$ cat config.mk
export PLATFORM = sky130hd
export DESIGN_NAME = bat_node
export DESIGN_NICKNAME = d
export VERILOG_FILES = /design/src/hw/rtl/bat_pkg.sv /design/src/hw/rtl/bat_node.sv
export SDC_FILE = /design/constraint.sdc
export NUM_CORES = 1
export LEC_CHECK = 0
export ABC_AREA = 1
export BUFFER_PORTS_ARGS = -buffer_cell sky130_fd_sc_hd__clkbuf_2
export CORE_MARGIN = 3
export CORE_UTILIZATION = 54
export DETAILED_ROUTE_END_ITERATION = 6
export PLACE_DENSITY = 0.84
export SYNTH_ARGS = -nofsm -noshare
export SYNTH_HDL_FRONTEND = slang
export SYNTH_SLANG_ARGS = --single-unit
$ cat constraint.sdc
create_clock -name vclk -period 2.3
set_clock_uncertainty 0.1 [all_clocks]
set_input_delay 0.115 -clock vclk [all_inputs]
set_output_delay 0.115 -clock vclk [all_outputs]
set_load 0.01 [all_outputs]
$ cat src/hw/rtl/bat_pkg.sv
package bat_pkg;

  // Per-node state codes held in the node memory.
  typedef enum logic [1:0] {
    NS_ABSENT = 2'd0,
    NS_FREE   = 2'd1,
    NS_ALLOC  = 2'd2,
    NS_SPLIT  = 2'd3
  } node_st_t;

  // Result status codes.
  typedef enum logic [1:0] {
    ST_OK       = 2'd0,
    ST_OOM      = 2'd1,
    ST_STRAY    = 2'd2,
    ST_MISMATCH = 2'd3
  } status_t;

  // Sequencer states.
  typedef enum logic [3:0] {
    S_CLEAR,
    S_IDLE,
    S_A_INIT,
    S_A_POP,
    S_A_EVAL,
    S_A_SPL1,
    S_A_SPL2,
    S_A_FAIL,
    S_A_GROW,
    S_F_RD,
    S_F_EV,
    S_F_C,
    S_F_O,
    S_F_M1,
    S_F_M2
  } fsm_t;

  localparam int ADDR_W     = 12;
  localparam int SIZE_W     = 13;
  localparam int ORD_W      = 4;
  localparam int K_W        = 5;
  localparam int CFG_DATA_W = 32;
  localparam int CFG_ADDR_W = 2;

  localparam logic [CFG_ADDR_W-1:0] REG_INIT_ORDER = 2'd0;
  localparam logic [ORD_W-1:0]      INIT_ORDER_RST = 4'd5;

  localparam logic OP_ALLOC = 1'b0;
  localparam logic OP_FREE  = 1'b1;

endpackage

$ cat src/hw/rtl/bat_node.sv
// Decodes a heap-style node index into its block order and base address.
module bat_node #(
  parameter int MAX_ORDER = 12
) (
  input  logic [MAX_ORDER:0]                 idx,
  output logic [bat_pkg::ORD_W-1:0]          order,
  output logic [MAX_ORDER-1:0]               base
);

  localparam int NW = MAX_ORDER + 1;

  logic [bat_pkg::ORD_W-1:0] depth;
  logic [NW-1:0]             low_bits;
  logic [NW-1:0]             shifted;

  always_comb begin
    depth = '0;
    for (int b = 0; b < NW; b++) begin
      if (idx[b]) begin
        depth = bat_pkg::ORD_W'(b);
      end
    end
  end

  assign order    = bat_pkg::ORD_W'(MAX_ORDER) - depth;
  assign low_bits = idx & ~(NW'(1) << depth);
  assign shifted  = low_bits << order;
  assign base     = shifted[MAX_ORDER-1:0];

endmodule
==> summary.txt <==
outcome -> finished, violations left
failing checks -> negative setup slack
Final Net Count -> 233
minimum clock period -> 2443 ps
Register Area -> 0 um^2
Net Sw Frac -> 60.94%
number of synthesis warnings -> 0
gr usage total -> 25.97%
via/cell ratio -> 6.855
FILL cells -> 51
hold crit path type -> in -> out
Post-Syn Instances -> 174
PwrDens -> 362.5 nW/um^2
CP required -> 2090 ps
num sequential -> 0
Max stage delay on crit path -> 210 ps
Mapped Nets -> 193
die area -> 2050 um^2
final WL -> 4.153 mm
Ant. Diodes -> 0
Vias -> 1556
power share of the clock group -> 0%
CP cell instances -> clkbuf_2, nor2_1, o21ai_0, nand3_1, nand2_1, nand2_1, nand2_2, inv_2, ha_2, nand3_1, nand2_1, nand3b_1, nand3_1, nand3_1, nand2_1, nand2_1, nand2_1, buf_2
drt first pass iters -> 6
Die X -> 45.28 um
Fmax -> 409.4 MHz
Ports -> 29
fraction of layout cells with a size suffix above 1 -> 40.57%
worst setup slack after layout -> -142.5 ps
Relative slew margins -> 82.98%
Finished Core Util -> 93.32%
initial antenna violation count -> 0
Post-DP Area -> 1050 um^2
first-pass GRT wire length -> 4.146 mm
Worst EP arrival -> 2230 ps
Layout Cells excl Fill -> 227
final hold violations -> 0
final setup fails -> 9
routed len/inst -> 18.30 um
peak supply drop -> 0.2369 mV
Lkg Pwr -> 0.6879 nW
Core Region -> 1366 um^2
Final Cell Area -> 1275 um^2
dpl hpwl -> 2.073 mm
Max Cap Viol -> 0
RSZ-0062 raised after global routing -> yes
endpoint type of the worst setup path -> primary output
Starting Density -> 60.99%
CTS Hold Bufs -> 0
Die Ht -> 45.28 um
worst setup path class -> in -> out
CP most frequent cell -> nand2_1
Row Count -> 13
Pint -> 0.1805 mW
Tot Pwr -> 0.4621 mW
Slowest-stage cell, CP -> ha_2
Crit Path Max Fanout -> 4
clock buffers -> 0
Final period util -> 106.2%
Area growth syn-to-layout -> 53.00%
Port Buf Inserts -> 29
Flop pwr share -> 0%
Slew Viols, Final -> 0
GPL Wtd Cong -> 0.9057
CP startpoint kind -> primary input
Switch Pwr -> 0.2816 mW
DRC violations left -> 0
Slew @ Worst Pin -> 254.4 ps
vias in the first global route -> 1020
DR iter-0 viols -> 167
largest net degree at the start of global routing -> 15
Post-Place Cells -> 221
DRT antenna net count -> 0
Avg Inst Size Synth -> 4.789 um^2
synth unique cells -> 20
global route total overflow -> 0
register area share after synthesis -> 0%
Logic pwr share -> 100.0%
mapped cell area -> 833.3 um^2
[layout by cell type, fill, tap and decap left out]
cell	synthesis	routed
o21ai_0	8	2
clkbuf_2	0	18
buf_4	1	12
a31oi_2	0	1
ha_4	0	5
a21oi_1	6	2
a21oi_2	0	3
nand3_1	38	34
clkinvlp_4	0	2
buf_12	0	1
ha_2	0	1
buf_6	0	3
buf_2	4	10
o21ai_1	0	5
nand3_2	1	5
a21oi_4	1	2
nand2_4	1	2
o21ai_2	0	1
nand4_1	3	3
inv_1	22	16
nand3b_1	3	3
nand2_1	58	46
nor3_1	1	1
inv_2	1	6
nor2_4	0	1
or2_0	1	1
nand2_2	1	12
nor2_2	0	1
nor2_1	15	13
[worst paths after layout]
check	slack, ps	start	to	cells past startpoint
max	-140	idx[5]	base[8]	18
min	670	idx[0]	base[4]	6
[worst max-delay path, delay by kind of cell]
kind	cells	cell delay [ps]
simple gates	13	1390
compound gates	1	130
fa+ha+maj	1	210
buf+inv	3	360
[through the flow]
stage | worst slack, ps | setup TNS (ps) | hold slack [ps]
final | -142.5 | -490.1 | 669.6
after detailed placement | -36.80 | -99.93 | 532.0
after CTS | 22.00 | 0 | 521.8
after global routing | -311.6 | -1680 | 677.8
after global placement | 45.21 | 0 | 529.2
after floorplan | 20.93 | 0 | 360.4
[logic make-up (layout without fill, tap and decap cells)]
kind of cell	count (synthesis)	in the layout	share of synthesized area, %
AO/OA/AOI/OAI	16	16	11.11
adder cells (fa/ha/maj)	6	6	9.009
buffers and inverters	30	68	14.56
AND/OR/NAND/NOR	122	122	65.32
[synth_stat cells, drive strengths merged]
cell	n	area share, %
nor2	15	6.8
ha	6	9.0
nand2	60	28
buf	5	3.3
a21oi	7	5.6
or2	1	0.75
clkbuf	2	0.90
inv	23	10
nand3	39	24
nand3b	3	2.7
a31oi	1	0.75
nand4	3	2.3
nor3	1	0.60
o21ai	8	4.8
[cell type report]
class	count	area, um^2	area share, %
Inverter	23	90.09	7.066
Tap cell	15	18.77	1.472
Timing Repair inverter	1	7.507	0.5888
Timing Repair Buffer	44	284.0	22.28
Multi-Input combinational cell	144	874.6	68.60
[power by group through the flow]
stage / sequential [mW] / clock [mW] / combinational (mW)
after floorplan: 0 / 0 / 0.228
after global placement: 0 / 0 / 0.340
after detailed placement: 0 / 0 / 0.347
after CTS: 0 / 0 / 0.350
after global routing: 0 / 0 / 0.489
final: 0 / 0 / 0.462
[routing by layer]
layer | vias to the layer above | part of all wire [%] | global-route usage (%)
met2 | 178 | 45 | 47.18
met3 | 59 | 14 | 0.7968
li1 | 644 | - | -
met1 | 675 | 33 | 34.59
met5 | - | 0 | 0
met4 | 0 | 7.9 | 2.924
[repair_timing]
item / in CTS / in global routing
gates resized for setup: 3 / 62
buffers inserted: 0 / 5
cloned: 0 / 1
pin swaps: 1 / 28
setup endpoints to repair: 6 / 12
Note: power is estimated with default switching activity, not from simulation.
